File: src/imu_fd_pkg.sv
// Shared types and constants of the sensor frame decoder.
package imu_fd_pkg;

    localparam logic [7:0] HDR_FIRST   = 8'h59;
    localparam logic [7:0] HDR_SECOND  = 8'h53;
    localparam logic [8:0] COUNT_MAX   = 9'h1ff;
    localparam int unsigned MIN_FRAME  = 7;
    localparam int unsigned NUM_KINDS  = 6;

    typedef enum logic [2:0] {
        KIND_ACCEL   = 3'd0,
        KIND_RATE    = 3'd1,
        KIND_MAG     = 3'd2,
        KIND_RAW_MAG = 3'd3,
        KIND_EULER   = 3'd4,
        KIND_QUAT    = 3'd5,
        KIND_STATUS  = 3'd6
    } kind_t;

    typedef enum logic [2:0] {
        ST_OK       = 3'd0,
        ST_HEADER   = 3'd1,
        ST_EMPTY    = 3'd2,
        ST_LENGTH   = 3'd3,
        ST_CHECKSUM = 3'd4
    } status_t;

    // Register indexes of the configuration port
    localparam logic [2:0] REG_ACCEL   = 3'd0;
    localparam logic [2:0] REG_QUAT    = 3'd5;

    typedef struct packed {
        status_t    status;
        logic [7:0] plen;
    } job_t;

    // Data bytes of one record of the given kind
    function automatic logic [4:0] kind_len(input logic [2:0] k);
        kind_len = (k == KIND_QUAT) ? 5'd16 : 5'd12;
    endfunction

endpackage

File: src/imu_frame_decoder_core.sv
// Top level of the sensor frame decoder: configuration registers, front, queue and back.
//
//  channel   direction  handshake            payload
//  in        to block   in_valid/in_stall    rx_byte, frame_end
//  out       from block out_valid/out_stall  record_kind, value_0..3, frame_status, last_item
//  config    to block   APB psel/penable     paddr, pwdata, prdata
//
// Take one byte a cycle while no frame waits in the queue or is being walked; the front
// updates header flag, sums and payload memory with each word. At the frame's last word
// the front queues a job, and in_stall stays high until the back has drained it. The back's
// walk is bounded by its single memory read port; an emitted word waits out out_stall.
// Reset clears all control state; the payload memory is never cleared.
module imu_frame_decoder_core
    import imu_fd_pkg::*;
#(
    parameter int PAYLOAD_DEPTH = 256
) (
    input  logic               clk,
    input  logic               rst_n,
    input  logic               in_valid,
    output logic               in_stall,
    input  logic [7:0]         rx_byte,
    input  logic               frame_end,
    output logic               out_valid,
    input  logic               out_stall,
    output logic [2:0]         record_kind,
    output logic signed [31:0] value_0,
    output logic signed [31:0] value_1,
    output logic signed [31:0] value_2,
    output logic signed [31:0] value_3,
    output logic [2:0]         frame_status,
    output logic               last_item,
    input  logic               psel,
    input  logic               penable,
    input  logic               pwrite,
    input  logic [4:0]         paddr,
    input  logic [31:0]        pwdata,
    output logic [31:0]        prdata,
    output logic               pready
);

    localparam int AW = $clog2(PAYLOAD_DEPTH);

    logic [7:0]    cfg_id_reg [NUM_KINDS];
    logic [2:0]    reg_idx;
    logic          accept;
    logic          push;
    job_t          push_job;
    logic          pop;
    job_t          head;
    logic          q_empty;
    logic          q_full;
    logic          busy;
    logic          wr_en;
    logic [AW-1:0] wr_addr;
    logic [7:0]    wr_data;
    logic [31:0]   v0, v1, v2, v3;

    assign pready  = 1'b1;
    assign reg_idx = paddr[4:2];

    // Register reads; addresses beyond the list read zero
    always_comb
    begin
        if (reg_idx <= REG_QUAT)
            prdata = {24'd0, cfg_id_reg[reg_idx]};
        else
            prdata = '0;
    end

    always_ff @(posedge clk or negedge rst_n)
    begin
        if (!rst_n)
        begin
            cfg_id_reg[0] <= 8'd16;
            cfg_id_reg[1] <= 8'd32;
            cfg_id_reg[2] <= 8'd48;
            cfg_id_reg[3] <= 8'd49;
            cfg_id_reg[4] <= 8'd64;
            cfg_id_reg[5] <= 8'd65;
        end
        else if (psel && penable && pwrite && reg_idx >= REG_ACCEL && reg_idx <= REG_QUAT)
        begin
            cfg_id_reg[reg_idx] <= pwdata[7:0];
        end
    end

    // Hold input while a frame waits in the queue or is being walked
    assign in_stall = busy || !q_empty;
    assign accept   = in_valid && !in_stall;

    imu_fd_front #(.PAYLOAD_DEPTH(PAYLOAD_DEPTH)) u_front (
        .clk      (clk),
        .rst_n    (rst_n),
        .accept   (accept),
        .rx_byte  (rx_byte),
        .frame_end(frame_end),
        .push     (push),
        .job      (push_job),
        .wr_en    (wr_en),
        .wr_addr  (wr_addr),
        .wr_data  (wr_data)
    );

    imu_fd_queue u_queue (
        .clk     (clk),
        .rst_n   (rst_n),
        .push    (push),
        .push_job(push_job),
        .pop     (pop),
        .head    (head),
        .empty   (q_empty),
        .full    (q_full)
    );

    imu_fd_back #(.PAYLOAD_DEPTH(PAYLOAD_DEPTH)) u_back (
        .clk         (clk),
        .rst_n       (rst_n),
        .cfg_id      (cfg_id_reg),
        .wr_en       (wr_en),
        .wr_addr     (wr_addr),
        .wr_data     (wr_data),
        .q_empty     (q_empty),
        .q_head      (head),
        .pop         (pop),
        .busy        (busy),
        .out_valid   (out_valid),
        .out_stall   (out_stall),
        .record_kind (record_kind),
        .value_0     (v0),
        .value_1     (v1),
        .value_2     (v2),
        .value_3     (v3),
        .frame_status(frame_status),
        .last_item   (last_item)
    );

    assign value_0 = signed'(v0);
    assign value_1 = signed'(v1);
    assign value_2 = signed'(v2);
    assign value_3 = signed'(v3);

`ifndef NO_ASSERTIONS
    a_no_push_full: assert property (@(posedge clk) disable iff (!rst_n)
        push |-> !q_full)
        else $error("frame job pushed into a full queue");

    a_last_is_status: assert property (@(posedge clk) disable iff (!rst_n)
        out_valid |-> (last_item == (record_kind == KIND_STATUS)))
        else $error("last_item disagrees with record kind");

    a_no_write_while_walk: assert property (@(posedge clk) disable iff (!rst_n)
        wr_en |-> !busy)
        else $error("payload written while the walk reads it");

    a_pop_starts_walk: assert property (@(posedge clk) disable iff (!rst_n)
        pop |=> busy)
        else $error("queue popped without starting the back part");
`endif

endmodule

File: src/imu_fd_front.sv
// Front part: absorbs frame bytes, checks header, length and sums, stores the payload.
module imu_fd_front
    import imu_fd_pkg::*;
#(
    parameter int PAYLOAD_DEPTH = 256,
    localparam int AW = $clog2(PAYLOAD_DEPTH)
) (
    input  logic          clk,
    input  logic          rst_n,
    input  logic          accept,
    input  logic [7:0]    rx_byte,
    input  logic          frame_end,
    output logic          push,
    output job_t          job,
    output logic          wr_en,
    output logic [AW-1:0] wr_addr,
    output logic [7:0]    wr_data
);

    logic [8:0] byte_count_reg, byte_count_next;
    logic [7:0] plen_reg, plen_next;
    logic [7:0] sum_a_reg, sum_a_next;
    logic [7:0] sum_b_reg, sum_b_next;
    logic [7:0] chk_hi_reg, chk_hi_next;
    logic [7:0] chk_lo_reg, chk_lo_next;
    logic       hdr_ok_reg, hdr_ok_next;
    logic [9:0] p10;
    logic [9:0] plen10;
    logic [9:0] idx;
    logic       in_payload;
    status_t    status;

    always_comb
    begin
        p10             = {1'b0, byte_count_reg};
        plen10          = {2'b00, plen_reg};
        idx             = p10 - 10'd5;
        byte_count_next = byte_count_reg;
        plen_next       = plen_reg;
        sum_a_next      = sum_a_reg;
        sum_b_next      = sum_b_reg;
        chk_hi_next     = chk_hi_reg;
        chk_lo_next     = chk_lo_reg;
        hdr_ok_next     = hdr_ok_reg;
        in_payload      = 1'b0;
        if (p10 == 10'd0)
        begin
            hdr_ok_next = hdr_ok_reg & (rx_byte == HDR_FIRST);
        end
        else if (p10 == 10'd1)
        begin
            hdr_ok_next = hdr_ok_reg & (rx_byte == HDR_SECOND);
        end
        else if (p10 <= 10'd4)
        begin
            if (p10 == 10'd4)
            begin
                plen_next = rx_byte;
            end
            sum_a_next = sum_a_reg + rx_byte;
            sum_b_next = sum_b_reg + sum_a_next;
        end
        else if (p10 < 10'd5 + plen10)
        begin
            in_payload = 1'b1;
            sum_a_next = sum_a_reg + rx_byte;
            sum_b_next = sum_b_reg + sum_a_next;
        end
        else if (p10 == 10'd5 + plen10)
        begin
            chk_hi_next = rx_byte;
        end
        else if (p10 == 10'd6 + plen10)
        begin
            chk_lo_next = rx_byte;
        end
        if (byte_count_reg != COUNT_MAX)
        begin
            byte_count_next = byte_count_reg + 9'd1;
        end

        // Checks in order of precedence
        if (byte_count_next < 9'(MIN_FRAME))
            status = ST_LENGTH;
        else if (!hdr_ok_next)
            status = ST_HEADER;
        else if ({2'b00, plen_next} + 10'(MIN_FRAME) > {1'b0, byte_count_next} ||
                 {2'b00, plen_next} > 10'(PAYLOAD_DEPTH))
            status = ST_LENGTH;
        else if (chk_hi_next != sum_a_next || chk_lo_next != sum_b_next)
            status = ST_CHECKSUM;
        else
            status = ST_OK;
    end

    assign push       = accept & frame_end;
    assign job.status = status;
    assign job.plen   = plen_next;
    assign wr_en      = accept & in_payload & (idx < 10'(PAYLOAD_DEPTH));
    assign wr_addr    = idx[AW-1:0];
    assign wr_data    = rx_byte;

    always_ff @(posedge clk or negedge rst_n)
    begin
        if (!rst_n)
        begin
            byte_count_reg <= '0;
            plen_reg       <= '0;
            sum_a_reg      <= '0;
            sum_b_reg      <= '0;
            chk_hi_reg     <= '0;
            chk_lo_reg     <= '0;
            hdr_ok_reg     <= 1'b1;
        end
        else if (accept)
        begin
            if (frame_end)
            begin
                byte_count_reg <= '0;
                plen_reg       <= '0;
                sum_a_reg      <= '0;
                sum_b_reg      <= '0;
                chk_hi_reg     <= '0;
                chk_lo_reg     <= '0;
                hdr_ok_reg     <= 1'b1;
            end
            else
            begin
                byte_count_reg <= byte_count_next;
                plen_reg       <= plen_next;
                sum_a_reg      <= sum_a_next;
                sum_b_reg      <= sum_b_next;
                chk_hi_reg     <= chk_hi_next;
                chk_lo_reg     <= chk_lo_next;
                hdr_ok_reg     <= hdr_ok_next;
            end
        end
    end

endmodule

File: src/imu_fd_queue.sv
// Two-entry queue of finished frame jobs between front and back.
module imu_fd_queue
    import imu_fd_pkg::*;
(
    input  logic clk,
    input  logic rst_n,
    input  logic push,
    input  job_t push_job,
    input  logic pop,
    output job_t head,
    output logic empty,
    output logic full
);

    job_t       entry_reg [2];
    logic       wr_ptr_reg;
    logic       rd_ptr_reg;
    logic [1:0] count_reg;

    assign empty = (count_reg == 2'd0);
    assign full  = (count_reg == 2'd2);
    assign head  = entry_reg[rd_ptr_reg];

    always_ff @(posedge clk)
    begin
        if (push && !full)
        begin
            entry_reg[wr_ptr_reg] <= push_job;
        end
    end

    always_ff @(posedge clk or negedge rst_n)
    begin
        if (!rst_n)
        begin
            wr_ptr_reg <= 1'b0;
            rd_ptr_reg <= 1'b0;
            count_reg  <= '0;
        end
        else
        begin
            if (push && !full)
                wr_ptr_reg <= ~wr_ptr_reg;
            if (pop && !empty)
                rd_ptr_reg <= ~rd_ptr_reg;
            count_reg <= count_reg + 2'((push && !full) ? 1 : 0) - 2'((pop && !empty) ? 1 : 0);
        end
    end

endmodule

File: src/imu_fd_back.sv
// Back part: walks the stored payload as records and emits result words.
module imu_fd_back
    import imu_fd_pkg::*;
#(
    parameter int PAYLOAD_DEPTH = 256,
    localparam int AW = $clog2(PAYLOAD_DEPTH)
) (
    input  logic          clk,
    input  logic          rst_n,
    input  logic [7:0]    cfg_id [NUM_KINDS],
    input  logic          wr_en,
    input  logic [AW-1:0] wr_addr,
    input  logic [7:0]    wr_data,
    input  logic          q_empty,
    input  job_t          q_head,
    output logic          pop,
    output logic          busy,
    output logic          out_valid,
    input  logic          out_stall,
    output logic [2:0]    record_kind,
    output logic [31:0]   value_0,
    output logic [31:0]   value_1,
    output logic [31:0]   value_2,
    output logic [31:0]   value_3,
    output logic [2:0]    frame_status,
    output logic          last_item
);

    typedef enum logic [2:0] {
        S_IDLE, S_TOP, S_ID, S_LEN, S_DATA, S_EMIT_REC, S_EMIT_STATUS
    } state_t;

    state_t     state_reg;
    logic [7:0] mem [PAYLOAD_DEPTH];
    logic [7:0] mem_q;
    logic [AW-1:0] rd_addr;
    logic [9:0] pos_reg;
    logic [9:0] plen_reg;
    status_t    status_reg;
    logic [7:0] id_reg;
    logic [2:0] kind_reg;
    logic [4:0] cnt_reg;
    logic [7:0] vals_reg [16];
    logic       out_free;
    logic       emit;
    logic       found;
    logic [2:0] hit;
    logic       rec_ok;
    logic [9:0] rd_pos;

    always_ff @(posedge clk)
    begin
        if (wr_en)
            mem[wr_addr] <= wr_data;
        mem_q <= mem[rd_addr];
    end

    always_comb
    begin
        case (state_reg)
            S_ID:    rd_pos = pos_reg + 10'd1;
            S_DATA:  rd_pos = pos_reg + 10'd2 + {5'd0, cnt_reg};
            default: rd_pos = pos_reg;
        endcase
        rd_addr = rd_pos[AW-1:0];
    end

    // First configured id that matches wins
    always_comb
    begin
        found = 1'b0;
        hit   = '0;
        for (int k = NUM_KINDS - 1; k >= 0; k--)
        begin
            if (cfg_id[k] == id_reg)
            begin
                found = 1'b1;
                hit   = 3'(k);
            end
        end
        rec_ok = found && (mem_q == {3'd0, kind_len(hit)}) &&
                 (pos_reg + 10'd2 + {2'd0, mem_q} <= plen_reg);
    end

    assign out_free = !out_valid || !out_stall;
    assign emit     = out_free && (state_reg == S_EMIT_REC || state_reg == S_EMIT_STATUS);
    assign pop      = (state_reg == S_IDLE) && !q_empty;
    assign busy     = (state_reg != S_IDLE);

    always_ff @(posedge clk)
    begin
        if (state_reg == S_DATA && cnt_reg != 5'd0)
            vals_reg[4'(cnt_reg - 5'd1)] <= mem_q;
    end

    always_ff @(posedge clk or negedge rst_n)
    begin
        if (!rst_n)
        begin
            state_reg    <= S_IDLE;
            out_valid    <= 1'b0;
            pos_reg      <= '0;
            plen_reg     <= '0;
            status_reg   <= ST_OK;
            id_reg       <= '0;
            kind_reg     <= '0;
            cnt_reg      <= '0;
            record_kind  <= '0;
            value_0      <= '0;
            value_1      <= '0;
            value_2      <= '0;
            value_3      <= '0;
            frame_status <= '0;
            last_item    <= 1'b0;
        end
        else
        begin
            out_valid <= emit || (out_valid && out_stall);
            case (state_reg)
                S_IDLE:
                begin
                    if (!q_empty)
                    begin
                        plen_reg   <= {2'd0, q_head.plen};
                        status_reg <= q_head.status;
                        pos_reg    <= '0;
                        state_reg  <= (q_head.status == ST_OK) ? S_TOP : S_EMIT_STATUS;
                    end
                end
                S_TOP:
                begin
                    if (pos_reg >= plen_reg)
                        state_reg <= S_EMIT_STATUS;
                    else if (pos_reg + 10'd1 < plen_reg)
                        state_reg <= S_ID;
                    else
                        pos_reg <= pos_reg + 10'd1;
                end
                S_ID:
                begin
                    id_reg    <= mem_q;
                    state_reg <= S_LEN;
                end
                S_LEN:
                begin
                    if (rec_ok)
                    begin
                        kind_reg  <= hit;
                        cnt_reg   <= '0;
                        state_reg <= S_DATA;
                    end
                    else
                    begin
                        pos_reg   <= pos_reg + 10'd1;
                        state_reg <= S_TOP;
                    end
                end
                S_DATA:
                begin
                    if (cnt_reg == kind_len(kind_reg))
                        state_reg <= S_EMIT_REC;
                    else
                        cnt_reg <= cnt_reg + 5'd1;
                end
                S_EMIT_REC:
                begin
                    if (out_free)
                    begin
                        record_kind  <= kind_reg;
                        value_0      <= {vals_reg[3], vals_reg[2], vals_reg[1], vals_reg[0]};
                        value_1      <= {vals_reg[7], vals_reg[6], vals_reg[5], vals_reg[4]};
                        value_2      <= {vals_reg[11], vals_reg[10], vals_reg[9], vals_reg[8]};
                        value_3      <= (kind_reg == KIND_QUAT) ?
                                        {vals_reg[15], vals_reg[14], vals_reg[13], vals_reg[12]}
                                        : 32'd0;
                        frame_status <= ST_OK;
                        last_item    <= 1'b0;
                        pos_reg      <= pos_reg + 10'd2 + {5'd0, kind_len(kind_reg)};
                        state_reg    <= S_TOP;
                    end
                end
                S_EMIT_STATUS:
                begin
                    if (out_free)
                    begin
                        record_kind  <= KIND_STATUS;
                        value_0      <= '0;
                        value_1      <= '0;
                        value_2      <= '0;
                        value_3      <= '0;
                        frame_status <= status_reg;
                        last_item    <= 1'b1;
                        state_reg    <= S_IDLE;
                    end
                end
                default: state_reg <= S_IDLE;
            endcase
        end
    end

endmodule

File: config.mk
export PLATFORM = sky130hd
export DESIGN_NAME = imu_frame_decoder_core
export DESIGN_NICKNAME = d
export VERILOG_FILES = /design/src/imu_fd_pkg.sv /design/src/imu_frame_decoder_core.sv /design/src/imu_fd_front.sv /design/src/imu_fd_queue.sv /design/src/imu_fd_back.sv
export SDC_FILE = /design/constraint.sdc
export NUM_CORES = 2
export LEC_CHECK = 0
export BUFFER_PORTS_ARGS = -buffer_cell sky130_fd_sc_hd__buf_2
export CAP_MARGIN = 40
export CORE_AREA = 2 2 438 440
export DETAILED_ROUTE_END_ITERATION = 12
export DIE_AREA = 0 0 440 442
export GPL_ROUTABILITY_DRIVEN = 0
export PLACE_DENSITY = 0.69
export SYNTH_ARGS = -nofsm -noshare
export SYNTH_HDL_FRONTEND = slang
export SYNTH_SLANG_ARGS = --single-unit
File: constraint.sdc
create_clock -name clk -period 7.2 [get_ports clk]
set_input_delay 1.08 -clock clk [delete_from_list [all_inputs] [get_ports clk]]
set_output_delay 1.08 -clock clk [all_outputs]
set_load 0.005 [all_outputs]
==> reports/qor.txt <==
run status = finished, final reports clean
area delta synth->final = 11.47%
GRT Resource Usage Total = 0.3094
H-tree depth = 4
worst r2r src = u_back.pos_reg[1]
Seq/Total Area, Yosys = 0.7031
CP Buf/Inv Count = 2
placed insts = 10659
Psw = 23.29 mW
critical path's most frequent cell = ha_1
# IOs = 223
Synth Area in Compound Gates = 0.08309
post-synthesis simple-gate area fraction = 0.1409
Vias = 71248
CP startpoint = u_back.pos_reg[1]
top cell type's share of synthesized area = 0.6346
clk buf depth = 3
Reg2Reg Depth = 14
Synth Area in Adders = 0.01215
first-pass GRT wire length = 443800 µm
drt via density = 6.407
Top delay family on crit path = compound AO/OA/AOI/OAI gates
Comb pwr share = 0.454
Synth Instances = 8286
vias in the first global route = 65812
post-DR wirelength/cell = 27.62 µm
layout cell share with drive strength beyond 1 = 0.1055
Setup Viol. Count Final = 0
initial antenna violation count = 18
Worst Setup Start Kind = flip-flop
WL final = 307200 µm
final period utilization = 0.8093
Int Pwr = 30.95 mW
CTS Buf Count = 237
top cell type by total area after synthesis = edfxtp_1
post-cts resize count = 0
commonest non-fill, non-tap cell in the layout = edfxtp_1
total die area = 0.1945 mm²
core outline area = 0.1896 mm²
Die Span Y = 442 µm
CP max stage delay = 760 ps
max FFs per register = 2048
setup TNS = 0 ps
Critical Path AT = 6620 ps
Final Slew Violations = 0
Lkg Pwr = 41.84 nW
post-layout instance area = 0.1159 mm²
antenna viol nets, final = 0
Root Buffer = clkbuf_16
WP data required = 7990 ps
CP Capture Point = u_back.mem_q[2]
# rows = 160
r2r endpoint = u_back.mem_q[2]
peak supply drop = 632.5 µV
Area contributors post-synth = edfxtp_1 (63%), nand2_1 (7.4%), dfrtp_1 (6.4%)
clk_lat worst skew = 900 ps
ys async rst share = 0.1119
IO buf count = 171
CTS tree = yes
# hold bufs at CTS = 0
minimum clock period = 5827 ps
Die Wd = 440 µm
nature of the critical path endpoint = flip-flop
CP Cell Sequence = ha_1 -> xor2_1 -> ha_1 -> nand2_1 -> o21ai_0 -> o311ai_4 -> nand2_2 -> buf_16 -> buf_4 -> o221ai_1 -> a21oi_1 -> o41ai_2 -> o31ai_1 -> a311o_1
Hold Path Class = input port to async pin
DRT Pass-1 Iters = 6
pre-CTS setup slack = 1636 ps
R2R Setup Slk = 1370 ps
XOR/XNOR share of the synthesized area = 0.01196
Area after DPL = 0.1080 mm²
most frequent cells in the layout = edfxtp_1 (2198), nand2_1 (2041), nand3_1 (523)
clock share of power = 0.233
Post-synth EDFFs = 2198
critical path's slowest cell = o311ai_4
DRC errors left = 0
DR iter-0 viols = 10284
Crit Path Class = flip-flop to flip-flop
Power, Total = 54.24 mW
Final WS setup = 1373 ps
fill count = 14213
Max Cap Violations = 0
RSZ-0062 raised after global routing = no
Post-DP HPWL = 185700 µm
crit-path max FO = 9
mux contribution to synthesized area = 0.01948
clk sinks = 2484
Mapped Area = 0.1040 mm²
Avg Inst Size Synth = 12.55 µm²
Layout Skew = 63.58 ps
Initial Utilization = 0.5486
Layout Nets = 8540
Seq pwr share = 0.313
main combinational cell family by area after synthesis = simple AND/OR/NAND/NOR gates
largest net degree at the start of global routing = 180
grt ovf = 0
Yosys cell types = 92
Levels on crit path = 14
Ys Warns = 0
Final Hold Viols = 0
Seq cells post-synth = 2484
post-route insts no fill = 11120
number of post-CTS setup repair buffers = 0
Sw Ratio = 0.4294
top_reg_cell synth = edfxtp_1
f_max = 0.1716 GHz
max_slew headroom = 0.3540
Worst Tran Pin Value = 965.4 ps
Pwr Density = 467.8 mW/mm²
Worst-path clk slew = 60 ps
-- power by group through the flow --
stage	registers, mW	clock network (mW)	logic [mW]
after global placement	17.2	0	23.5
after floorplan	17.0	0	15.2
after global routing	17.0	13.2	26.1
final	17.0	12.6	24.6
after CTS	17.0	12.7	24.1
after detailed placement	17.3	0	23.9
-- worst min-delay path by stage --
stage,start,endpoint,slack (ps)
floorplan,u_front.chk_lo_reg[0],u_front.chk_lo_reg[0],440
global placement,u_front.chk_lo_reg[7],u_front.chk_lo_reg[7],460
detailed placement,u_back.last_item,u_back.last_item,460
CTS,rst_n,u_back.value_1[26],240
global route,rst_n,u_back.value_1[26],290
finish,rst_n,u_back.value_1[26],230
-- synth_stat cells (all sizes together) (6+ instances only) --
cell and n:
nor2 413, nand2 2048, dfstp 11, a211oi 190, mux2 57, a32oi 30
nand3 525, xnor2 61, o221ai 12, ha 93, a31o 7, dfrtp 267
o31ai 7, a221oi 25, o32ai 6, dfxtp 8, mux2i 136, or4 10
o21ai 265, a21o 16, nor3b 8, nor2b 17, a311oi 182, o22ai 38
or2 9, o311ai 6, o211ai 7, xor2 81, nor4 32, inv 67
nand2b 7, o21a 6, buf 358, a22o 8, a22oi 32, clkbuf 226
a31oi 169, or3 8, a21oi 233, edfxtp 2198, nor3 45, and2 17
nand4 30, and3 241
-- kinds of logic after synthesis --
kind of cell,after synthesis
flops,2484
mux,194
buf+inv,651
other cells,2
compound gates,1290
simple gates,3425
fa+ha+maj,98
xor+xnor,142
-- through the flow --
stage	util	hold WS [ps]
floorplan	-	442.2
global placement	0.5670	455.8
detailed placement	0.5697	460.8
CTS	0.6113	236.0
global route	0.6114	288.7
finish	0.6116	225.8
-- cell type report --
class	count	area, µm²	area share
clock buffers	282	6254	0.05394
clock inverters	165	1634	0.01409
flip-flops and latches	2484	73140	0.6308
repair buffers	425	3416	0.02946
diodes	12	30.03	0.0002590
inverters	67	251.5	0.002169
well taps	2511	3142	0.02710
multi-input cells	5174	28080	0.2422
-- routing by layer --
metal | GRT usage | routed length [µm] | vias to the layer above
met5 | 0 | 94 | -
met4 | 0.1477 | 15750 | 14
met3 | 0.06315 | 34630 | 834
met2 | 0.4678 | 140300 | 4367
met1 | 0.4317 | 116400 | 35366
li1 | - | - | 30667
No activity file was read; power rests on OpenSTA's default activity.
